[config.mk]
export PLATFORM = sky130hd
export DESIGN_NAME = bitmap_page_allocator
export DESIGN_NICKNAME = d
export VERILOG_FILES = /design/src/bpa_pkg.sv /design/src/bpa_ram.sv /design/src/bitmap_page_allocator.sv
export SDC_FILE = /design/constraint.sdc
export NUM_CORES = 2
export LEC_CHECK = 0
export ABC_AREA = 0
export BUFFER_PORTS_ARGS = -buffer_cell sky130_fd_sc_hd__buf_2
export CAP_MARGIN = 20
export CORE_MARGIN = 2
export CORE_UTILIZATION = 25
export CTS_BUF_LIST = sky130_fd_sc_hd__clkbuf_4 sky130_fd_sc_hd__clkbuf_8
export CTS_CLUSTER_DIAMETER = 50
export DETAILED_ROUTE_END_ITERATION = 12
export GPL_TIMING_DRIVEN = 1
export PLACE_DENSITY = 0.43
export SLEW_MARGIN = 20
export SYNTH_ARGS = -nofsm -noshare
export SYNTH_HDL_FRONTEND = slang
export SYNTH_SLANG_ARGS = --single-unit
[constraint.sdc]
create_clock -name aclk -period 6.77 [get_ports aclk]
set_clock_uncertainty 0.05 [all_clocks]
set_input_delay 1.354 -clock aclk [delete_from_list [all_inputs] [get_ports aclk]]
set_output_delay 1.354 -clock aclk [all_outputs]
set_load 0.1 [all_outputs]
[src/bpa_pkg.sv]
// Shared types and constants of the bitmap page allocator.
package bpa_pkg;

    localparam int unsigned PAGE_W      = 12;
    localparam int unsigned COUNT_W     = 13;
    localparam int unsigned STATUS_W    = 2;
    localparam int unsigned CFG_INDEX_W = 8;
    localparam int unsigned CFG_DATA_W  = 13;
    localparam int unsigned PAGE_CNT_W  = 14;

    localparam logic [COUNT_W-1:0] DEFAULT_TOTAL = 13'd4096;

    localparam logic [CFG_INDEX_W-1:0] REG_ENABLE      = 8'd0;
    localparam logic [CFG_INDEX_W-1:0] REG_TOTAL_PAGES = 8'd1;

    localparam logic OP_ALLOC = 1'b0;
    localparam logic OP_FREE  = 1'b1;

    localparam logic [STATUS_W-1:0] STATUS_DONE   = 2'd0;
    localparam logic [STATUS_W-1:0] STATUS_REJECT = 2'd1;
    localparam logic [STATUS_W-1:0] STATUS_NO_RUN = 2'd2;

    typedef enum logic [3:0] {
        ST_CLEAR,
        ST_IDLE,
        ST_SEEK,
        ST_READ,
        ST_LOAD,
        ST_SCAN,
        ST_MARK,
        ST_FREE,
        ST_RESP
    } state_t;

    typedef enum logic [1:0] {
        MODE_SCAN,
        MODE_MARK,
        MODE_FREE
    } mode_t;

endpackage

[src/bpa_ram.sv]
// Generic single-write, single-read RAM with registered read data.
module bpa_ram #(
    parameter int unsigned WIDTH = 64,
    parameter int unsigned DEPTH = 64
) (
    input  logic                                       clk,
    input  logic                                       wr_en,
    input  logic [((DEPTH > 1) ? $clog2(DEPTH) : 1)-1:0] wr_addr,
    input  logic [WIDTH-1:0]                           wr_data,
    input  logic [((DEPTH > 1) ? $clog2(DEPTH) : 1)-1:0] rd_addr,
    output logic [WIDTH-1:0]                           rd_data
);

    logic [WIDTH-1:0] mem [DEPTH];

    always_ff @(posedge clk) begin
        if (wr_en) begin
            mem[wr_addr] <= wr_data;
        end
        rd_data <= mem[rd_addr];
    end

endmodule

[src/bitmap_page_allocator.sv]
// Top level of the first-fit bitmap page allocator with its word-serial scan sequencer.
//
// Requests arrive as words on the s_ channel (operation, start_page, page_count) and each one
// gives one result word on the m_ channel (status, start_page_out, used_pages), unless a
// total_pages write cuts it short. The cfg channel writes enable (index 0) and total_pages
// (index 1); it is always ready. One request is worked on at a time and s_ready is low until
// its result is registered. The bitmap sits in a RAM of PAGES/WORD_BITS words; every word
// visited is read through the registered RAM port and then walked one page bit at a time,
// so the RAM read port and the single page walker set the rate. A fully used word is skipped
// without walking its bits. An allocate scans from page 0 for the first free run of
// page_count pages, then goes back to the run's first word to mark it. A free steps to the
// word of start_page and clears the pages up to start_page + page_count, capped at the
// managed page count. Rejected requests go straight to the response state.
// After reset, and after every write of total_pages, a pass over all PAGES/WORD_BITS words
// marks every page used; requests wait until it ends.
// A stalled receiver holds the result in the output register; the next request can be
// accepted and worked on, and its result waits until the previous word is taken.
module bitmap_page_allocator #(
    parameter int unsigned PAGES     = 4096,
    parameter int unsigned WORD_BITS = 64
) (
    input  logic                            aclk,
    input  logic                            aresetn,
    input  logic                            s_valid,
    output logic                            s_ready,
    input  logic                            s_operation,
    input  logic [bpa_pkg::PAGE_W-1:0]      s_start_page,
    input  logic [bpa_pkg::COUNT_W-1:0]     s_page_count,
    output logic                            m_valid,
    input  logic                            m_ready,
    output logic [bpa_pkg::STATUS_W-1:0]    m_status,
    output logic [bpa_pkg::PAGE_W-1:0]      m_start_page_out,
    output logic [bpa_pkg::COUNT_W-1:0]     m_used_pages,
    input  logic                            cfg_valid,
    output logic                            cfg_ready,
    input  logic [bpa_pkg::CFG_INDEX_W-1:0] cfg_index,
    input  logic [bpa_pkg::CFG_DATA_W-1:0]  cfg_data
);

    import bpa_pkg::*;

    localparam int unsigned MAP_WORDS = (PAGES + WORD_BITS - 1) / WORD_BITS;
    localparam int unsigned AW        = (MAP_WORDS > 1) ? $clog2(MAP_WORDS) : 1;
    localparam int unsigned BW        = $clog2(WORD_BITS);
    localparam int unsigned PGW       = PAGE_CNT_W;

    localparam logic [COUNT_W-1:0] PAGES_CAP  = COUNT_W'((PAGES > 8191) ? 8191 : PAGES);
    localparam logic [COUNT_W-1:0] RESET_USED = COUNT_W'((PAGES > 4096) ? 4096 : PAGES);
    localparam logic [AW-1:0]      LAST_ADDR  = AW'(MAP_WORDS - 1);
    localparam logic [BW-1:0]      LAST_BIT   = BW'(WORD_BITS - 1);
    localparam logic [COUNT_W-1:0] WORD_STEP  = COUNT_W'(WORD_BITS);

    state_t                 state_reg, state_next;
    mode_t                  mode_reg, mode_next;
    logic                   enable_reg, enable_next;
    logic [COUNT_W-1:0]     total_reg, total_next;
    logic [COUNT_W-1:0]     used_reg, used_next;
    logic [PGW-1:0]         page_reg, page_next;
    logic [PGW-1:0]         end_reg, end_next;
    logic [PGW-1:0]         run_page_reg, run_page_next;
    logic [AW-1:0]          addr_reg, addr_next;
    logic [AW-1:0]          run_addr_reg, run_addr_next;
    logic [BW-1:0]          bit_reg, bit_next;
    logic [BW-1:0]          run_bit_reg, run_bit_next;
    logic [COUNT_W-1:0]     run_reg, run_next;
    logic [COUNT_W-1:0]     rem_reg, rem_next;
    logic [COUNT_W-1:0]     count_reg, count_next;
    logic [WORD_BITS-1:0]   word_reg, word_next;
    logic [STATUS_W-1:0]    status_reg, status_next;
    logic [PAGE_W-1:0]      found_reg, found_next;
    logic                   m_valid_reg, m_valid_next;
    logic [STATUS_W-1:0]    m_status_reg;
    logic [PAGE_W-1:0]      m_start_reg;
    logic [COUNT_W-1:0]     m_used_reg;

    logic                   load_out;
    logic                   wr_en_c;
    logic [WORD_BITS-1:0]   wr_data_c;
    logic [WORD_BITS-1:0]   rd_data;
    logic [WORD_BITS-1:0]   bit_mask;
    logic [COUNT_W-1:0]     limit_c;
    logic [PGW-1:0]         limit_w;
    logic [PGW-1:0]         req_end;
    logic [COUNT_W:0]       run_inc;

    bpa_ram #(
        .WIDTH(WORD_BITS),
        .DEPTH(MAP_WORDS)
    ) u_map (
        .clk     (aclk),
        .wr_en   (wr_en_c),
        .wr_addr (addr_reg),
        .wr_data (wr_data_c),
        .rd_addr (addr_reg),
        .rd_data (rd_data)
    );

    assign limit_c   = (total_reg > PAGES_CAP) ? PAGES_CAP : total_reg;
    assign limit_w   = PGW'(limit_c);
    assign req_end   = ((PGW'(s_start_page) + PGW'(s_page_count)) > limit_w) ? limit_w :
                       (PGW'(s_start_page) + PGW'(s_page_count));
    assign bit_mask  = WORD_BITS'(1) << bit_reg;
    assign run_inc   = {1'b0, run_reg} + 1'b1;
    assign wr_data_c = (state_reg == ST_CLEAR) ? '1 : word_next;

    assign s_ready          = (state_reg == ST_IDLE);
    assign cfg_ready        = 1'b1;
    assign m_valid          = m_valid_reg;
    assign m_status         = m_status_reg;
    assign m_start_page_out = m_start_reg;
    assign m_used_pages     = m_used_reg;

    always_ff @(posedge aclk) begin
        if (!aresetn) begin
            state_reg   <= ST_CLEAR;
            mode_reg    <= MODE_SCAN;
            enable_reg  <= 1'b0;
            total_reg   <= DEFAULT_TOTAL;
            used_reg    <= RESET_USED;
            addr_reg    <= '0;
            m_valid_reg <= 1'b0;
        end else begin
            state_reg   <= state_next;
            mode_reg    <= mode_next;
            enable_reg  <= enable_next;
            total_reg   <= total_next;
            used_reg    <= used_next;
            addr_reg    <= addr_next;
            m_valid_reg <= m_valid_next;
        end
    end

    always_ff @(posedge aclk) begin
        page_reg     <= page_next;
        end_reg      <= end_next;
        run_page_reg <= run_page_next;
        run_addr_reg <= run_addr_next;
        bit_reg      <= bit_next;
        run_bit_reg  <= run_bit_next;
        run_reg      <= run_next;
        rem_reg      <= rem_next;
        count_reg    <= count_next;
        word_reg     <= word_next;
        status_reg   <= status_next;
        found_reg    <= found_next;
        if (load_out) begin
            m_status_reg <= status_reg;
            m_start_reg  <= found_reg;
            m_used_reg   <= used_reg;
        end
    end

    always_comb begin
        state_next    = state_reg;
        mode_next     = mode_reg;
        enable_next   = enable_reg;
        total_next    = total_reg;
        used_next     = used_reg;
        page_next     = page_reg;
        end_next      = end_reg;
        run_page_next = run_page_reg;
        run_addr_next = run_addr_reg;
        addr_next     = addr_reg;
        bit_next      = bit_reg;
        run_bit_next  = run_bit_reg;
        run_next      = run_reg;
        rem_next      = rem_reg;
        count_next    = count_reg;
        word_next     = word_reg;
        status_next   = status_reg;
        found_next    = found_reg;
        wr_en_c       = 1'b0;
        load_out      = 1'b0;

        unique case (state_reg)
            ST_CLEAR: begin
                wr_en_c = 1'b1;
                if (addr_reg == LAST_ADDR) begin
                    addr_next  = '0;
                    state_next = ST_IDLE;
                end else begin
                    addr_next = addr_reg + AW'(1);
                end
            end
            ST_IDLE: begin
                if (s_valid) begin
                    count_next  = s_page_count;
                    status_next = STATUS_DONE;
                    found_next  = '0;
                    addr_next   = '0;
                    if (!enable_reg || s_page_count == '0) begin
                        status_next = STATUS_REJECT;
                        state_next  = ST_RESP;
                    end else if (s_operation == OP_ALLOC) begin
                        mode_next  = MODE_SCAN;
                        page_next  = '0;
                        bit_next   = '0;
                        run_next   = '0;
                        state_next = ST_READ;
                    end else if (s_start_page == '0) begin
                        status_next = STATUS_REJECT;
                        state_next  = ST_RESP;
                    end else begin
                        mode_next  = MODE_FREE;
                        page_next  = PGW'(s_start_page);
                        rem_next   = COUNT_W'(s_start_page);
                        end_next   = req_end;
                        state_next = ST_SEEK;
                    end
                end
            end
            ST_SEEK: begin
                if (rem_reg >= WORD_STEP) begin
                    rem_next  = rem_reg - WORD_STEP;
                    addr_next = addr_reg + AW'(1);
                end else begin
                    bit_next   = rem_reg[BW-1:0];
                    state_next = ST_READ;
                end
            end
            ST_READ: begin
                if (mode_reg == MODE_SCAN && page_reg >= limit_w) begin
                    status_next = STATUS_NO_RUN;
                    state_next  = ST_RESP;
                end else if (mode_reg == MODE_FREE && page_reg >= end_reg) begin
                    state_next = ST_RESP;
                end else begin
                    state_next = ST_LOAD;
                end
            end
            ST_LOAD: begin
                word_next = rd_data;
                if (mode_reg == MODE_SCAN) begin
                    state_next = ST_SCAN;
                end else if (mode_reg == MODE_MARK) begin
                    state_next = ST_MARK;
                end else begin
                    state_next = ST_FREE;
                end
            end
            ST_SCAN: begin
                if (page_reg >= limit_w) begin
                    status_next = STATUS_NO_RUN;
                    state_next  = ST_RESP;
                end else if (bit_reg == '0 && (&word_reg)) begin
                    run_next   = '0;
                    page_next  = page_reg + PGW'(WORD_BITS);
                    addr_next  = addr_reg + AW'(1);
                    state_next = ST_READ;
                end else begin
                    if (!word_reg[bit_reg]) begin
                        run_next = run_inc[COUNT_W-1:0];
                        if (run_reg == '0) begin
                            run_page_next = page_reg;
                            run_addr_next = addr_reg;
                            run_bit_next  = bit_reg;
                        end
                    end else begin
                        run_next = '0;
                    end
                    if (!word_reg[bit_reg] && run_inc >= {1'b0, count_reg}) begin
                        mode_next  = MODE_MARK;
                        rem_next   = count_reg;
                        state_next = ST_READ;
                        if (run_reg == '0) begin
                            page_next  = page_reg;
                            found_next = page_reg[PAGE_W-1:0];
                        end else begin
                            page_next  = run_page_reg;
                            addr_next  = run_addr_reg;
                            bit_next   = run_bit_reg;
                            found_next = run_page_reg[PAGE_W-1:0];
                        end
                    end else begin
                        page_next = page_reg + PGW'(1);
                        if (bit_reg == LAST_BIT) begin
                            bit_next   = '0;
                            addr_next  = addr_reg + AW'(1);
                            state_next = ST_READ;
                        end else begin
                            bit_next = bit_reg + BW'(1);
                        end
                    end
                end
            end
            ST_MARK: begin
                word_next = word_reg | bit_mask;
                rem_next  = rem_reg - COUNT_W'(1);
                page_next = page_reg + PGW'(1);
                if (rem_reg == COUNT_W'(1)) begin
                    wr_en_c    = 1'b1;
                    used_next  = used_reg + count_reg;
                    state_next = ST_RESP;
                end else if (bit_reg == LAST_BIT) begin
                    wr_en_c    = 1'b1;
                    bit_next   = '0;
                    addr_next  = addr_reg + AW'(1);
                    state_next = ST_READ;
                end else begin
                    bit_next = bit_reg + BW'(1);
                end
            end
            ST_FREE: begin
                if (page_reg >= end_reg) begin
                    wr_en_c    = 1'b1;
                    state_next = ST_RESP;
                end else begin
                    if (word_reg[bit_reg]) begin
                        word_next = word_reg & ~bit_mask;
                        used_next = used_reg - COUNT_W'(1);
                    end
                    page_next = page_reg + PGW'(1);
                    if (bit_reg == LAST_BIT) begin
                        wr_en_c    = 1'b1;
                        bit_next   = '0;
                        addr_next  = addr_reg + AW'(1);
                        state_next = ST_READ;
                    end else begin
                        bit_next = bit_reg + BW'(1);
                    end
                end
            end
            ST_RESP: begin
                if (!m_valid_reg || m_ready) begin
                    load_out   = 1'b1;
                    state_next = ST_IDLE;
                end
            end
            default: begin
                state_next = ST_IDLE;
            end
        endcase

        if (cfg_valid) begin
            unique case (cfg_index)
                REG_ENABLE: begin
                    enable_next = cfg_data[0];
                end
                REG_TOTAL_PAGES: begin
                    total_next = cfg_data;
                    used_next  = (cfg_data > PAGES_CAP) ? PAGES_CAP : cfg_data;
                    addr_next  = '0;
                    state_next = ST_CLEAR;
                end
                default: begin
                end
            endcase
        end

        if (load_out) begin
            m_valid_next = 1'b1;
        end else if (m_ready) begin
            m_valid_next = 1'b0;
        end else begin
            m_valid_next = m_valid_reg;
        end
    end

endmodule

# Yosys cells after proc, flatten, opt, wreduce, memory -nomap -nowiden
# Memories as Yosys holds them, arrays and structs flattened. A register that Yosys moved wholly into a read port is not among the register bits.
# Cells that the tools add are included.
[word_totals]
mem_bits_rw = 4096
ff_bits = 244
memories = 1
out_inout_bits = 30
elab_cells = 232
in_bits = 52
[op_classes]
n_eq_ne = 29
n_reduce_logical = 35
magnitude_cmp = 8
mux = 117
bitwise_logic = 8
addsub = 10
n_shift = 1
[memory_table]
columns = ["name", "words", "width", "rd", "rd_clocked_by_memory_dff", "wr", "line", "text"]
rows = [
  ["u_map.mem", 64, 64, 1, 1, 1, "bpa_ram.sv:14", "logic [WIDTH-1:0] mem [DEPTH];"],
]
[op_table]
columns = ["op", "count"]
rows = [
  ["13-bit two-way mux", 22],
  ["64-bit two-way mux", 3],
  ["64-bit one-hot mux with 3 select lines", 1],
  ["6-bit two-way mux", 23],
  ["14-bit two-way mux", 9],
  ["4-bit two-way mux", 17],
  ["64-bit AND", 1],
  ["64-bit inverter", 1],
  ["64-bit bitwise OR", 1],
  ["64-bit AND reduction", 1],
  ["1-bit by 6-bit << shifter with 64-bit output, first input constant", 1],
  ["12-bit two-way mux", 5],
  ["14-bit one-hot mux with 4 select lines", 1],
  ["13-bit one-hot mux with 2 select lines", 2],
  ["13-bit one-hot mux with 4 select lines", 1],
  ["4-bit one-hot mux with 9 select lines", 1],
  ["6-bit one-hot mux with 6 select lines", 1],
  ["6-bit one-hot mux with 5 select lines", 1],
  ["14-bit by 13-bit greater-or-equal comparator with 1-bit output", 2],
  ["13-bit > comparator, second input constant", 2],
  ["13-bit zero test", 2],
  ["2-bit inequality test, second input constant", 13],
  ["13-bit by 1-bit subtractor with 13-bit output, second input constant", 2],
  ["12-bit one-hot mux with 2 select lines", 1],
  ["47 further kinds", 94],
]

# Longest topological paths before layout
[logic_depth]
word_depth = 10
ltp_mapped = 17
mapped_depth_nobuf = 16

# Modules after synthesis
# From an unflattened synthesis, not the netlist that was laid out.
[hier_totals]
cells_unflattened = 8731
hier_area_um2 = 173767.9
[by_module_without_submodules]
columns = ["mod", "seq_area_each_um2", "instances", "cells_each", "area_per_inst_um2"]
rows = [
  ["bpa_ram", 124279.2, 1, 6812, 156888.0],
  ["bitmap_page_allocator", 6286.0, 1, 1919, 16879.9],
]

# Worst setup path before layout
# Ideal clock, no wire load.
[synth_path]
kind = "register to register"
from = "register bit_reg[1]"
to = "memory u_map.mem[0][2] (data pin)"
stages_incl_launch_ff = 14
setup_slack_ns = 1.190
setup_time_ns = 0.702
n_path_buf = 5
period_less_slack_ns = 5.580
arrival_ns = 4.829
required_ns = 6.018
path_cell_list = "edfxtp_1 buf_4 buf_6 buf_4 mux2i_1 a22oi_1 nand4_1 nor4bb_1 nor3b_2 buf_2 buf_2 nand3_1 a21oi_1 o21ai_0"
[synth_between]
elab_chain_len = 7
word_cells_on_any_way = 10
cone_classes = "1 x shift; 6 x mux; 3 x bitwise"
[synth_lines]
columns = ["item", "line", "text"]
rows = [
  ["start: declaration", "bitmap_page_allocator.sv:63", "logic [BW-1:0] bit_reg, bit_next;"],
  ["start signal: assignment", "bitmap_page_allocator.sv:138", "bit_reg <= bit_next;"],
  ["parallel branches: the longest is 5 deep, another holds 64-bit two-way mux", "--", ""],
  ["64-bit one-hot mux with 3 select lines (*)", "bitmap_page_allocator.sv:175", "unique case (state_reg)"],
  ["64-bit two-way mux (*)", "bitmap_page_allocator.sv:104", "assign wr_data_c = (state_reg == ST_CLEAR) ? '1 : word_next;"],
  ["via u_map.wr_data[2]", "bpa_ram.sv:9", "input logic [WIDTH-1:0] wr_data,"],
  ["end: declaration", "bpa_ram.sv:14", ""],
]
# Mark *: on every way through the listed nets, which the timed path passes. The select of a mux whose other input is x is not followed.

# Worst setup path after layout
[layout_path]
from = "register page_reg[3]"
to = "memory u_map.mem[50][63], enable pin"
[layout_between]
elab_chain_len = 5
[layout_lines]
columns = ["item", "line", "text"]
rows = [
  ["start: declaration", "bitmap_page_allocator.sv:58", "logic [PGW-1:0] page_reg, page_next;"],
  ["start signal: assignment", "bitmap_page_allocator.sv:134", "page_reg <= page_next;"],
  ["14-bit greater-or-equal comparator", "bitmap_page_allocator.sv:304", "if (page_reg >= end_reg) begin"],
  ["1-bit two-way mux", "bitmap_page_allocator.sv:304", ""],
  ["1-bit one-hot mux with 3 select lines", "bitmap_page_allocator.sv:175", ""],
  ["1-bit two-way mux", "bpa_ram.sv:17", "if (wr_en) begin"],
  ["1-bit two-way mux (implied by the code)", "bpa_ram.sv:18", "mem[wr_addr] <= wr_data;"],
]
# No other way between the ends.

==> reports/qor.yml <==
run_status:
  status: "complete, no violations"
floorplan:
  io_pins: 82
  dieArea_um2: 663000
  dieHeight_um: 814
  dieWidth_um: 814
  initial_core_util_pct: 25.1
  coreArea_um2: 654000
  placementRows: 297
global_routing:
  grt_max_degree: 111
  overflow: 0
  antenna_found_initial: 30
  track_usage_pct: 18.2
  grt_pass1_vias: 99300
  grt_pass1_wl_um: 858000
logic_synthesis:
  synth_area_leaders: "edfxtp_1 (78%), a22oi_1 (6.7%), dfxtp_1 (2.0%)"
  syn_area_um2: 164000
  synth_cells: 9451
  ys_warn_count: 0
  synth_top_area_share_pct: 77.5
  synth_flop_cell: "edfxtp_1"
  synth_edf_count: 4236
  synth_cell_types: 76
  async_flop_share_pct: 0
  syn_nets: 9599
  post-synth-top-area-cell: "edfxtp_1"
  seq_area_frac_synth_pct: 79.6
  ys_seq_elements: 4404
  syn_area_per_cell_um2: 17.4
sta:
  hold_violations: 0
  drv_slew: 0
  finalSetupViolCount: 0
  maxSlewHeadroom_pct: 16.5
  post-route-period-util_pct: 86.3
  rsz0062_at_grt: "no"
  fin_tns_setup_ps: 0
  worst_pin_slew_ps: 1250
  max_freq_mhz: 171
  fin_crit_ps: 5840
worst_setup_path:
  r2r_end: "u_map.mem[50][63]"
  worstRegToRegCells: 12
  cp-start-kind: "flop"
  endpoint_kind: "flop"
  worstPathArrival_ps: 6680
  critPathKind: "flop to flop"
  crit_path_max_fanout: 23
  crit_required_ps: 7610
  r2r-start: "page_reg[3]"
  rrSetupSlack_ps: 930
  slowest_delay_ps: 1080
  cp_slowest_cell: "nor2_4"
  path_cells: "ha_1 -> a21o_1 -> a21oi_1 -> o221ai_1 -> a221oi_2 -> buf_4 -> o21ai_0 -> nand2_1 -> nand3_1 -> nand2_1 -> nor2_4 -> buf_4"
clock_tree:
  clkSinkCount: 4404
  ctsResizeCount: 0
  cts_tree: "done"
  ctsHoldBuffers: 0
  cts_inserted_buffers: 745
  clk_latency_ps: 1340
  clockRootBuffer: "clkbuf_8"
  post_cts_buffers: 0
  cts_max_path_buffers: 4
  htree_levels: 6
  clk_pin_slew_ps: 60
min_path:
  min_path_cells: 1
  hp-start: "s_page_count[0]"
  hp-class: "input port to flop"
  worstHoldEndpoint: "count_reg[0]"
placement:
  dp.cells: 18000
  portBuffers: 80
  dpl_cell_area_um2: 178000
  gp_congestion: 0.913
  dp_hpwl_um: 357000
cells_and_area:
  mostFrequentLayoutCell: "edfxtp_1"
  nFillCells: 64400
  fin_cells: 19400
  layout_common_cells: "edfxtp_1 (4236), a22oi_1 (1464), clkbuf_8 (788), a22o_1 (349), a31oi_1 (329)"
  finalNetCount: 10200
  final_layout_size_suffix_gt1_share_pct: 17.9
  final_area_um2: 194000
  largest_reg_flops: 4096
  area_delta_synth_final_pct: 17.9
flow_run:
  cap_violations: 0
route:
  wirelength_um: 635000
  drc: 0
  wl_per_cell_um: 32.8
  via_per_inst: 5.24
  drt_first_pass_iters: 6
  drt-initial-drc-count: 13000
  final_antenna_net_count: 0
  vias: 102000
power:
  ir_drop_mv: 0.217
  p_per_area_nw_per_um2: 297
  power_uw: 57500
  leakage_uw: 0.0569
[final cells by class]
type	instances	area, µm²	area share [%]
Clock inverter	298	2350	1.22
Multi-Input combinational cell	4344	31700	16.4
Inverter	84	315	0.163
Antenna cell	7	17.5	0.00905
Sequential cell	4404	131000	67.5
Timing Repair Buffer	501	4820	2.49
Tap cell	8671	10800	5.60
Clock buffer	1063	12900	6.67
[Yosys cell counts, types with 13 or more instances]
library cell	count
nor2b_1	43
o211ai_1	93
mux2_2	21
and3_1	17
o21ai_0	131
nor4_1	95
a21oi_1	289
a221oi_1	305
and2_1	13
a31oi_1	329
a41oi_1	112
a22o_1	349
a21o_1	15
ha_1	94
nand2b_1	77
nor3_1	46
edfxtp_1	4236
nand3_1	93
mux2i_1	51
buf_1	75
xor2_1	16
dfxtp_1	168
nand4_1	136
a22oi_1	1464
nor2_1	173
nand2_1	191
clkbuf_1	492
xnor2_1	38
inv_1	82
buf_2	48
[per-layer routing]
layer / vias to the layer above / track usage, % / routed length, µm
met1: 54200 / 24.9 / 269000
met3: 940 / 3.39 / 50200
li1: 41200 / - / -
met5: - / 0 / 62
met4: 10 / 5.10 / 18200
met2: 5173 / 29.6 / 297000
[report_power, final]
| part | internal, µW | switching (µW) |
|---|---|---|
| sequential | 29600 | 203 |
| clock | 13100 | 11400 |
| combinational | 912 | 2250 |
| total | 43600 | 13900 |
[worst max-delay path by stage]
stage	startpoint	to	cells after the start
2_1_floorplan	bit_reg[1]	u_map.mem[0][2]	13
3_3_place_gp	page_reg[3]	u_map.mem[28][13]	12
3_5_place_dp	page_reg[3]	u_map.mem[50][33]	12
4_1_cts	page_reg[3]	u_map.mem[20][5]	12
5_1_grt	page_reg[3]	u_map.mem[50][63]	12
6_report	page_reg[3]	u_map.mem[50][63]	12
[through the flow]
stage	hold slack (ps)	setup slack, ps	util [%]
2_1_floorplan	350	1190	-
3_3_place_gp	354	759	27.2
3_5_place_dp	358	1080	27.3
4_1_cts	157	1060	29.6
5_1_grt	226	878	29.6
6_report	281	930	29.6
[worst max-delay path, delay by kind of cell (launching register included)]
kind	cells	cell delay [ps]
compound gates	5	880
fa+ha+maj	1	360
buf+inv	2	900
flops	1	490
simple gates	4	2710
[cells by family (layout without fill, tap and decap cells)]
family / Yosys count / in the layout / share of synthesized area [%]
DFF: 4404 / 4404 / 79.6
AOI/OAI and AO/OA: 3186 / 3186 / 14.3
and+or+nand+nor: 929 / 929 / 2.92
buffers and inverters: 703 / 1946 / 1.66
adders and majority gates: 96 / 96 / 0.741
muxes: 77 / 77 / 0.524
xor gates and xnor gates: 54 / 54 / 0.288
other: 2 / 9 / 0.00458
Note: power is estimated with default switching activity, not from simulation.
